File: config.mk
export PLATFORM = sky130hd
export DESIGN_NAME = lesf_score
export DESIGN_NICKNAME = d
export VERILOG_FILES = /design/src/rtl/core/lesf_pkg.sv /design/src/rtl/core/lesf_score.sv
export SDC_FILE = /design/constraint.sdc
export NUM_CORES = 1
export LEC_CHECK = 0
export BUFFER_PORTS_ARGS = -buffer_cell sky130_fd_sc_hd__buf_2
export CAP_MARGIN = 20
export CORE_MARGIN = 2
export CORE_UTILIZATION = 48
export CTS_CLUSTER_DIAMETER = 60
export CTS_CLUSTER_SIZE = 40
export DETAILED_ROUTE_END_ITERATION = 10
export GPL_TIMING_DRIVEN = 0
export PLACE_DENSITY_LB_ADDON = 0.25
export SYNTH_ARGS = -nofsm -noshare
export SYNTH_HDL_FRONTEND = slang
export SYNTH_SLANG_ARGS = --single-unit
File: constraint.sdc
create_clock -name clk_i -period 23.7 [get_ports clk_i]
set_input_delay 4.74 -clock clk_i [delete_from_list [all_inputs] [get_ports clk_i]]
set_output_delay 4.74 -clock clk_i [all_outputs]
set_load 0.03 [all_outputs]
File: src/rtl/core/lesf_pkg.sv
// shared types, constants and helpers for the largest empty square finder
package lesf_pkg;

  localparam int unsigned CharW       = 8;
  localparam int unsigned SizeW       = 11;
  localparam int unsigned PosW        = 10;
  localparam int unsigned DefMaxCols  = 1024;
  localparam int unsigned DefMaxRows  = 1024;
  localparam int unsigned CfgIdxW     = 1;
  localparam int unsigned InDataW     = 8;
  localparam int unsigned OutDataW    = 32;

  localparam logic [SizeW-1:0] SizeMax       = {SizeW{1'b1}};
  localparam logic [CharW-1:0] EmptyCharRst  = 8'd46;

  typedef enum logic [CfgIdxW-1:0] {
    CfgEmpty    = 1'b0,
    CfgObstacle = 1'b1
  } cfg_idx_e;

  // one cell on its way from the address stage to the scoring stage
  typedef struct packed {
    logic            is_empty;
    logic            border;    // first row or first column
    logic            line_end;
    logic            map_end;
    logic [PosW-1:0] col;
    logic [PosW-1:0] row;
  } cell_t;

  typedef struct packed {
    logic [SizeW-1:0] size;
    logic [PosW-1:0]  col;
    logic [PosW-1:0]  row;
  } result_t;

  function automatic logic [SizeW-1:0] min3(input logic [SizeW-1:0] a,
                                            input logic [SizeW-1:0] b,
                                            input logic [SizeW-1:0] c);
    logic [SizeW-1:0] m;
    m = (a < b) ? a : b;
    return (m < c) ? m : c;
  endfunction

endpackage

File: src/rtl/core/lesf_score.sv
// scoring stage: square size of a cell, neighbour sizes and best square so far
module lesf_score (
  input  logic                       clk_i,
  input  logic                       rst_ni,
  input  logic                       adv_i,
  input  lesf_pkg::cell_t            cell_i,
  input  logic [lesf_pkg::SizeW-1:0] up_i,
  output logic [lesf_pkg::SizeW-1:0] size_o,
  output lesf_pkg::result_t          result_o
);
  import lesf_pkg::*;

  logic [SizeW-1:0] left_q, left_d;
  logic [SizeW-1:0] upleft_q, upleft_d;
  result_t          best_q, best_d;
  logic [SizeW-1:0] min_nb;
  logic [SizeW-1:0] size;
  logic             better;

  always_comb begin
    min_nb = min3(up_i, upleft_q, left_q);
    if (!cell_i.is_empty) begin
      size = '0;
    end else if (cell_i.border) begin
      size = SizeW'(1);
    end else if (min_nb == SizeMax) begin
      size = SizeMax;
    end else begin
      size = min_nb + SizeW'(1);
    end
  end

  assign better = size > best_q.size;

  always_comb begin
    result_o = best_q;
    if (better) begin
      result_o = '{size: size, col: cell_i.col, row: cell_i.row};
    end
  end

  always_comb begin
    left_d   = left_q;
    upleft_d = upleft_q;
    best_d   = best_q;
    if (adv_i) begin
      left_d   = size;
      upleft_d = up_i;
      best_d   = result_o;
      if (cell_i.line_end || cell_i.map_end) begin
        left_d   = '0;
        upleft_d = '0;
      end
      if (cell_i.map_end) begin
        best_d = '0;
      end
    end
  end

  always_ff @(posedge clk_i or negedge rst_ni) begin
    if (!rst_ni) begin
      left_q   <= '0;
      upleft_q <= '0;
      best_q   <= '0;
    end else begin
      left_q   <= left_d;
      upleft_q <= upleft_d;
      best_q   <= best_d;
    end
  end

  assign size_o = size;

endmodule

== Word level (Yosys, flattened, before mapping) ==
Index checks and enable logic that the tools add are counted.

* Muxes and demuxes: 9
* Reduce and logical (&&, ||, !) cells: 1
* Order comparisons: 3
* Add/sub/neg operators: 1
* Equal/unequal tests: 1

{| class="wikitable"
|+ Operators with widths
! kind !! number
|-
| 11-bit two-way mux || 7
|-
| 31-bit two-way mux || 2
|-
| 11-bit less-than comparator || 2
|-
| 11-bit by 1-bit adder with 11-bit output (second input constant) || 1
|-
| 11-bit equality test (second input constant) || 1
|-
| 11-bit greater-than comparator || 1
|-
| 1-bit logical OR || 1
|}

* Input port bits: 38
* Output and inout bits: 42
* Bits in registers: 53
* Word-level logic and storage cells: 20

== Longest topological paths before layout ==
Gate-level depths: netlist (run 1).

* Word-level depth: 11
* Gate-level depth with buffers: 42
* Gate-level depth less buffers: 34

== Least setup slack after synthesis (run 1) ==
No wires, ideal clock.

* Kind: input to output
* Start: input up_i[9] (netlist bit)
* End: output result_o[26] (netlist bit)
* Slack: 6.523 ns
* Buffers on the path: 8
* Required time: 18.960 ns
* Arrival: 12.437 ns
* Stages: 38
* Cells stage by stage: ha_1 a21oi_1 nand2_1 a211oi_2 o21a_1 buf_4 buf_2 clkbuf_1 o21ai_0 ha_1 a21oi_1 o21ai_0 a221oi_1 o2111ai_1 o211a_1 buf_6 buf_4 buf_4 [... 2 more ...] inv_1 nor4_2 nand4_1 inv_1 nor3_1 o21ai_1 o311ai_2 nor2_1 ha_1 nand3_1 a21oi_1 o31a_1 o21bai_1 a21boi_0 o21ai_2 buf_4 clkbuf_1 mux2_2

{| class="wikitable"
|+ RTL lines
! what !! line !! source
|-
| from (decl) || lesf_score.sv:7 || <nowiki>input logic [lesf_pkg::SizeW-1:0] up_i,</nowiki>
|-
| to (decl) || lesf_score.sv:9 || <nowiki>output lesf_pkg::result_t result_o</nowiki>
|}

==> out/results.tsv, run 1 <==
metric	value	unit
Reg-to-Reg End	best_q[10]$_DFFE_PN0P_	
Die Ht	95.58	um
Inst Count DP	633	
setup bufs post-CTS	0	
global-route wire length before repair	16990	um
fin nets	605	
worst min path class	reg2reg	
clock skew	0.01130	ns
# port buffers	78	
gpl congestion	0.8965	
clock sinks	53	
Max Buffers Root-to-Sink	2	
Leak Pwr	2.163	nW
overall routing resource usage	23.78	%
die area	9135	um2
maxcap violations	0	
Layout Cells excl Fill	641	
required time worst endpoint	18.96	ns
mux share of post-synthesis cell area	9.636	%
htree depth	2	
Worst Setup Start Kind	input port	
Area Growth Syn to Fin	15.79	%
drt pass-1 iters	5	
post-synthesis adder-cell area fraction	9.947	%
worst vdd ir	0.0001256	V
Post-synth EDFFs	0	
Final Hold Vio Count	0	
Synth Area in XOR/XNOR	3.264	%
simple logic cell fraction of the synthesized area	15.48	%
minimum clock period	18.88	ns
CP Class	in2out	
Sum Neg Setup Slack	0	ns
FF-to-FF Start	upleft_q[9]$_DFFE_PN0P_	
CTS root buffer	clkbuf_8	
register area share after synthesis	32.95	%
antenna cells	0	
largest net degree at the start of global routing	35	
final setup violation count	0	
worst slew pin tran	0.6276	ns
hold buffer count at CTS	0	
FF-to-FF path depth	39	
ys async rst share	100.0	%
CP max FO	10	
Ys Warns	0	
CTS buffer count	5	
vias in the first global route	3508	
Yosys cell types	57	
Rows	33	
RSZ-0062 raised after global routing	false	
WP data arrival	14.14	ns
initial antenna violation count	0	
WL/cell	16.28	um
Crit. End Element	output pin	
share of post-route cells with drive strength above 1	25.93	%
syn avg cell area	8.965	um2
#FFs+latches synth	53	
grt ovf	0	
Worst R2R Setup Slack	14.21	ns
largest family of logic cells by synthesized area	compound AO/OA/AOI/OAI gates	
later-pin clock latency in the skew report	0.32	ns
CTS tree	done	
status	finished clean	
Fill cells	785	
prevailing post-synth register cell	dfrtp_1	
hold path endpoint	best_q[15]$_DFFE_PN0P_	
post-route clock period utilization	79.66	%
Slew headroom	56.96	%
remaining antenna violation count after routing	0	
clock-pin slew on the worst setup and hold paths	0.10	ns
Syn Inst Count	449	
slowest stage delay, CP	0.58	ns
worst hold path depth	1	
I/O pins	80	
Die Span X	95.58	um
maximum clock rate	52.97	MHz
CTS resizes	0	
area of the core	8175	um2
vias per inst	5.775	
drt drc	0	
post-synthesis compound-gate area fraction	22.41	%
Slew Limit Fails	0	
Post-Syn Nets	519	
CP max stage cell	a221oi_1	
initial core utilization	49.23	%
DR vias	3702	
mapped cell area	4025	um2
drt total wl	10440	um
dpl hpwl	8012	um
power per cell area	109.6	nW/um2
hold_sp	best_q[15]$_DFFE_PN0P_	
1st-iter DRT viols	241	
## per-stage QoR
stage	instance area, um2	power [mW]	util, %	hold slack, ns	setup slack [ns]
6_report	4661	0.5109	57.01	0.5097	4.821
5_1_grt	4661	0.5430	57.01	0.5315	4.180
4_1_cts	4661	0.5123	57.01	0.5152	4.955
3_5_place_dp	4567	0.4556	55.86	0.4847	5.016
3_3_place_gp	4547	0.4494	55.62	0.4817	5.109
2_1_floorplan	4025	0.3749	-	0.4672	6.523
## state kept, by name (all words and copies together) (netlist names)
register and flops:
best_q 31, left_q 11, upleft_q 11
## worst max-delay path by stage
| stage | start | end | slack, ns | cells after the start |
|---|---|---|---|---|
| finish | up_i[9] | result_o[27] | 4.82 | 40 |
| global route | up_i[9] | result_o[27] | 4.18 | 40 |
| CTS | up_i[9] | result_o[27] | 4.96 | 40 |
| detailed placement | up_i[9] | result_o[27] | 5.02 | 40 |
| global placement | up_i[9] | result_o[26] | 5.11 | 40 |
| floorplan | up_i[9] | result_o[26] | 6.52 | 38 |
## worst max-delay path: cells and delay by family
family	cells	cell delay [ns]
AOI/OAI and AO/OA	17	3.69
buffers and inverters	12	2.57
and+or+nand+nor	6	1.48
adders and majority gates	4	1.27
muxes	1	0.39
## Yosys cell counts (all sizes together) (3+ instances only)
| library cell | instances | area (um2) |
|---|---|---|
| a21o | 4 | 30.03 |
| a21oi | 17 | 88.84 |
| a22o | 27 | 236.5 |
| a311oi | 4 | 53.80 |
| a31oi | 3 | 25.02 |
| and3 | 5 | 31.28 |
| buf | 10 | 62.56 |
| clkbuf | 10 | 37.54 |
| dfrtp | 53 | 1326 |
| ha | 32 | 400.4 |
| inv | 40 | 150.1 |
| mux2 | 30 | 337.8 |
| mux2i | 5 | 50.05 |
| nand2 | 47 | 176.4 |
| nand2b | 3 | 18.77 |
| nand3 | 19 | 95.09 |
| nand4 | 6 | 37.54 |
| nor2 | 25 | 93.84 |
| nor3 | 5 | 25.02 |
| nor4 | 4 | 31.28 |
| o21ai | 35 | 186.4 |
| o22ai | 6 | 37.54 |
| o2bb2ai | 8 | 70.07 |
| or3 | 6 | 37.54 |
| xnor2 | 13 | 113.9 |
## layout make-up
class	instances	area (um2)	area share [%]
inverter	41	153.9	3.302
tap	105	131.4	2.819
clock buffer	5	68.82	1.477
timing repair buffer	79	410.4	8.805
buffer	20	100.1	2.148
sequential	53	1326	28.46
clock inverter	3	25.02	0.5369
multi-input combinational	335	2445	52.46
## routing by layer
layer  part of all wire (%)  wire length, um  track usage, %  vias to the layer above
li1                       -                -               -                     1800
met1                     46             4752           31.96                     1789
met2                     48             5019           39.57                      102
met3                    5.2              541           4.506                       11
met4                    1.2              123           5.714                        0
met5                      0                0               0                        -
## where the power goes
group	total (mW)	switching (mW)	internal, mW
clock	0.0558	0.0343	0.0214
combinational	0.333	0.208	0.125
sequential	0.122	0.0123	0.110
## cells by family (layout without fill, tap and decap cells)
| kind of cell | after synthesis | count (layout) |
|---|---|---|
| fa+ha+maj | 32 | 32 |
| flops | 53 | 53 |
| buf+inv | 61 | 148 |
| compound gates | 123 | 123 |
| mux | 35 | 35 |
| xor+xnor | 15 | 15 |
| simple gates | 130 | 130 |
## cell usage in the layout (no fill, tap or decap), drive strengths merged, types with 4 or more instances in the layout
master    n
inv      41
nand3    19
a311oi    4
nand2    47
a22o     27
nor4      4
dfrtp    53
and3      5
xnor2    13
or3       6
mux2     30
buf      89
ha       32
nor2     25
clkbuf   15
a21o      4
a21oi    17
nor3      5
o21ai    35
o2bb2ai   8
nand4     6
mux2i     5
o22ai     6
Power figures use the tool's default switching activity.
==> run 2, diff against run 1 <==
==> constraint.sdc (replaced) <==
create_clock -name clk_i -period 15.9 [get_ports clk_i]
set_input_delay 3.18 -clock clk_i [delete_from_list [all_inputs] [get_ports clk_i]]
set_output_delay 3.18 -clock clk_i [all_outputs]
set_load 0.03 [all_outputs]
==> run 2 against run 1 <==
Against the previous run: register-to-register slack got worse by 7.4 ns; final area grew 0.89%; power rose by 49%; sequential power up 49%; non-clock buffer count is 3 higher; die area unchanged; clock-buffer cell count stayed put; via count grew 0.43%; critical path type unchanged.
==> out/results.tsv, run 2 (same netlist as run 1, synthesis figures left out) <==
metric	value	unit
Slew Limit Fails	0	
fin nets	608	
sw power	0.3797	mW
WL/cell	16.32	um
FF-to-FF Start	upleft_q[9]$_DFFE_PN0P_	
Internal	0.3831	mW
maxcap violations	0	
Worst R2R Setup Slack	6.85	ns
hold_sp	best_q[15]$_DFFE_PN0P_	
CTS root buffer	clkbuf_8	
final setup violation count	0	
Worst Setup Start Kind	input port	
Clk pwr share	10.9	%
vias per inst	5.773	
grt ovf	0	
CTS tree	done	
Area Growth Syn to Fin	16.82	%
CP startpoint	up_i[9]	
vias in the first global route	3508	
Crit. End Element	output pin	
Final Core Density	57.51	%
Leak Pwr	2.190	nW
hold buffer count at CTS	0	
1st-iter DRT viols	238	
drt drc	0	
global-route wire length before repair	16990	um
most common cell after layout, fill and taps aside	buf_2	
drt pass-1 iters	5	
initial core utilization	49.23	%
Die Ht	95.58	um
crit path to	result_o[27]	
overall routing resource usage	23.78	%
WP data arrival	12.13	ns
area of the core	8175	um2
max reg flops	31	
# port buffers	78	
Rows	33	
remaining antenna violation count after routing	0	
htree depth	2	
post-route clock period utilization	96.31	%
Layout Cells excl Fill	644	
initial antenna violation count	0	
I/O pins	80	
DR vias	3718	
Inst Count DP	633	
minimum clock period	15.31	ns
antenna cells	0	
clock sinks	53	
die area	9135	um2
dpl hpwl	8012	um
share of post-route cells with drive strength above 1	26.72	%
Seq pwr share	23.9	%
CP max stage cell	a221oi_2	
clock-pin slew on the worst setup and hold paths	0.10	ns
Comb power frac	65.2	%
power per cell area	162.2	nW/um2
worst min path class	reg2reg	
maximum clock rate	65.30	MHz
FF-to-FF path depth	38	
slowest stage delay, CP	0.42	ns
Reg-to-Reg End	best_q[10]$_DFFE_PN0P_	
Largest regs	best_q (31), left_q (11), upleft_q (11)	
Sw Ratio	49.78	%
worst slew pin tran	0.6291	ns
drt total wl	10510	um
gpl congestion	0.8965	
Die Span X	95.58	um
CTS buffer count	5	
Max Buffers Root-to-Sink	2	
status	finished clean	
most frequent cells in the layout	buf_2 (80), dfrtp_1 (53), nand2_1 (47)	
Final Hold Vio Count	0	
later-pin clock latency in the skew report	0.32	ns
required time worst endpoint	12.72	ns
Slew headroom	57.70	%
CP max FO	10	
largest net degree at the start of global routing	35	
largest reg by FF count	best_q	
clock skew	0.01074	ns
CP Class	in2out	
worst vdd ir	0.0001870	V
## run 2: changes by cell type in the layout (fill, tap and decap cells not counted), sizes merged
cell and change:
buf +3
## run 2: worst max-delay path: cells and delay by family
kind,cells,cell delay (ns)
mux,2,0.78
buf+inv,10,2.28
simple gates,7,1.30
fa+ha+maj,4,1.27
compound gates,16,3.31
## run 2: repair_timing
item,4_1_cts,5_1_grt
buffers inserted,0,3
resized for setup,0,3
endpoints found under the setup margin,0,25
## run 2: how the worst min path moves through the flow
stage                                         to  cells past startpoint
after CTS                 best_q[11]$_DFFE_PN0P_                      1
after global routing      best_q[15]$_DFFE_PN0P_                      1
after floorplan            best_q[0]$_DFFE_PN0P_                      1
after global placement    best_q[15]$_DFFE_PN0P_                      1
final                     best_q[15]$_DFFE_PN0P_                      1
after detailed placement   best_q[1]$_DFFE_PN0P_                      1
## run 2: routing by layer
metal	track usage, %	part of all wire (%)
met4	5.714	1.1
met2	39.57	49
met5	0	0
met3	4.506	5.6
met1	31.96	44
## run 2: power groups by stage
stage	Sequential (mW)	Clock, mW	Combinational, mW
2_1_floorplan	0.178	0	0.380
3_3_place_gp	0.183	0	0.487
3_5_place_dp	0.183	0	0.496
4_1_cts	0.182	0.0848	0.497
5_1_grt	0.186	0.0903	0.535
6_report	0.182	0.0833	0.497
## run 2: stage by stage
step	worst slack [ns]	area [um2]	power (mW)	setup TNS (ns)	hold WS, ns
2_1_floorplan	1.843	4025	0.5589	0	0.4672
3_3_place_gp	0.4291	4547	0.6699	0	0.4817
3_5_place_dp	0.3358	4567	0.6791	0	0.4847
4_1_cts	0.2754	4661	0.7636	0	0.5152
5_1_grt	-0.01909	4702	0.8111	-0.02437	0.5315
6_report	0.5872	4702	0.7628	0	0.5095
## run 2: area by class of cell
class                      count  area, um2
tap                          105      131.4
inverter                      41      153.9
clock inverter                 3      25.02
clock buffer                   5      68.82
fill                         776       3473
buffer                        20      100.1
multi-input combinational    335       2464
timing repair buffer          82      432.9
sequential                    53       1326
==> run 3, diff against run 2 <==
--- a/config.mk
+++ b/config.mk
@@ -7,8 +7,8 @@
 export LEC_CHECK = 0
 export BUFFER_PORTS_ARGS = -buffer_cell sky130_fd_sc_hd__buf_2
 export CAP_MARGIN = 20
-export CORE_MARGIN = 2
 export CORE_UTILIZATION = 48
+export CTS_BUF_LIST = sky130_fd_sc_hd__clkbuf_8
 export CTS_CLUSTER_DIAMETER = 60
 export CTS_CLUSTER_SIZE = 40
 export DETAILED_ROUTE_END_ITERATION = 10
==> run 3 against run 2 <==
Against the previous run: worst hold slack improved by 0.0045 ns; register-to-register slack worse by 0.20 ns; setup slack improved by 0.17 ns; clock skew fell by 0.0028 ns; non-clock buffer count decreased by 4; maximum frequency is 1.1% higher; clock power is 2% lower; first-iteration DRC count is 7.6% lower; highest routed layer unchanged; critical path depth stayed put; utilization decreased by 0.49 points; flip-flop and latch count stayed put; clock-buffer cell count unchanged.
==> out/results.tsv, run 3 (same netlist as run 1, synthesis figures left out) <==
metric	value	unit
most common cell after layout, fill and taps aside	buf_2	
CTS tree	done	
global-route wire length before repair	17270	um
Slew headroom	58.25	%
required time worst endpoint	12.72	ns
final setup violation count	0	
worst slew pin tran	0.6089	ns
htree depth	2	
WP data arrival	11.97	ns
Rows	33	
DR vias	3668	
CP Class	in2out	
CP max stage cell	a221oi_1	
drt total wl	10260	um
maximum clock rate	66.03	MHz
maxcap violations	0	
# port buffers	78	
drt drc	0	
Largest regs	best_q (31), left_q (11), upleft_q (11)	
post-route cell area	4662	um2
grt ovf	0	
Final Core Density	57.02	%
power per cell area	162.2	nW/um2
I/O pins	80	
initial antenna violation count	0	
WHS	0.5140	ns
clock skew	0.007964	ns
antenna cells	0	
WL/cell	16.04	um
fin nets	604	
overall routing resource usage	25.05	%
RSZ-0062 raised after global routing	false	
hold buffer count at CTS	0	
largest net degree at the start of global routing	31	
Die Span X	93.58	um
later-pin clock latency in the skew report	0.32	ns
Fill cells	766	
CP max FO	19	
Worst Setup Start Kind	input port	
initial core utilization	49.23	%
clock-pin slew on the worst setup and hold paths	0.10	ns
share of post-route cells with drive strength above 1	25.98	%
post-route clock period utilization	95.25	%
CTS resizes	0	
slowest stage delay, CP	0.55	ns
CTS root buffer	clkbuf_8	
Die Ht	93.58	um
CTS buffer count	5	
Sum Neg Setup Slack	0	ns
worst min path class	reg2reg	
minimum clock period	15.15	ns
status	finished clean	
Final Hold Vio Count	0	
most frequent cells in the layout	buf_2 (80), dfrtp_1 (53), nand2_1 (47)	
die area	8756	um2
Max Buffers Root-to-Sink	2	
Crit. End Element	output pin	
Leak Pwr	2.177	nW
gpl congestion	0.8696	
setup bufs post-CTS	0	
Area Growth Syn to Fin	15.82	%
1st-iter DRT viols	220	
clock sinks	53	
vias per inst	5.731	
worst vdd ir	0.0001623	V
area of the core	8175	um2
drt pass-1 iters	4	
remaining antenna violation count after routing	0	
placed inst area	4567	um2
vias in the first global route	3521	
dpl hpwl	7919	um
largest reg by FF count	best_q	
Power, Total	0.7560	mW
Slew Limit Fails	0	
max reg flops	31	
-- run 3: cell count changes in the layout (fill, tap and decap cells not counted) --
cell | previous run | this run
clkbuf_1 | 10 | 9
a221oi_1 | 0 | 1
mux2i_2 | 1 | 0
mux2i_1 | 4 | 5
a221oi_2 | 1 | 0
clkinv_2 | 0 | 1
clkinv_4 | 1 | 0
buf_4 | 7 | 4
-- run 3: path summary, 6_finish.rpt --
path | startpoint | end | slack [ns] | cells past startpoint
max | up_i[9] | result_o[17] | 0.75 | 39
min | best_q[1]$_DFFE_PN0P_ | best_q[1]$_DFFE_PN0P_ | 0.51 | 1
max reg2reg | upleft_q[9]$_DFFE_PN0P_ | best_q[15]$_DFFE_PN0P_ | 6.65 | 39
min reg2reg | best_q[1]$_DFFE_PN0P_ | best_q[1]$_DFFE_PN0P_ | 0.51 | 1
max in group asynchronous | rst_ni | left_q[4]$_DFFE_PN0P_ | 12.48 | 2
min in group asynchronous | rst_ni | upleft_q[10]$_DFFE_PN0P_ | 2.85 | 1
-- run 3: area by class of cell --
cell class	count	area [um2]	share of cell area [%]
inverters	41	153.9	3.301
flip-flops and latches	53	1326	28.45
multi-input cells	335	2454	52.63
clock buffers	5	68.82	1.476
repair buffers	79	410.4	8.803
plain buffers	19	96.34	2.067
well taps	105	131.4	2.818
clock inverters	3	21.27	0.4563
-- run 3: power by group --
group | switching (mW) | total (mW) | leakage, nW | internal, mW
combinational | 0.306 | 0.492 | 1.41 | 0.186
clock | 0.0503 | 0.0817 | 0.0445 | 0.0314
sequential | 0.0185 | 0.182 | 0.721 | 0.164
-- run 3: metrics by stage --
stage,cells,setup WS [ns]
3_3_place_gp,632,0.4358
6_report,640,0.7549
4_1_cts,641,0.3354
3_5_place_dp,633,0.3785
5_1_grt,640,0.04257
2_1_floorplan,449,1.843
-- run 3: critical path: cells and delay by family --
family                   cells  cell delay, ns
adder cells (fa/ha/maj)      4            1.27
AND/OR/NAND/NOR              6            1.28
buffers and inverters       11            2.28
AO/OA/AOI/OAI               17            3.56
multiplexers                 1            0.38
-- run 3: layer usage --
metal,share of wire (%),track usage [%],vias to the layer above
met2,48,41.48,84
met5,0,0,-
met1,47,34.51,1773
met4,1.1,6.026,0
li1,-,-,1802
met3,3.2,3.496,9
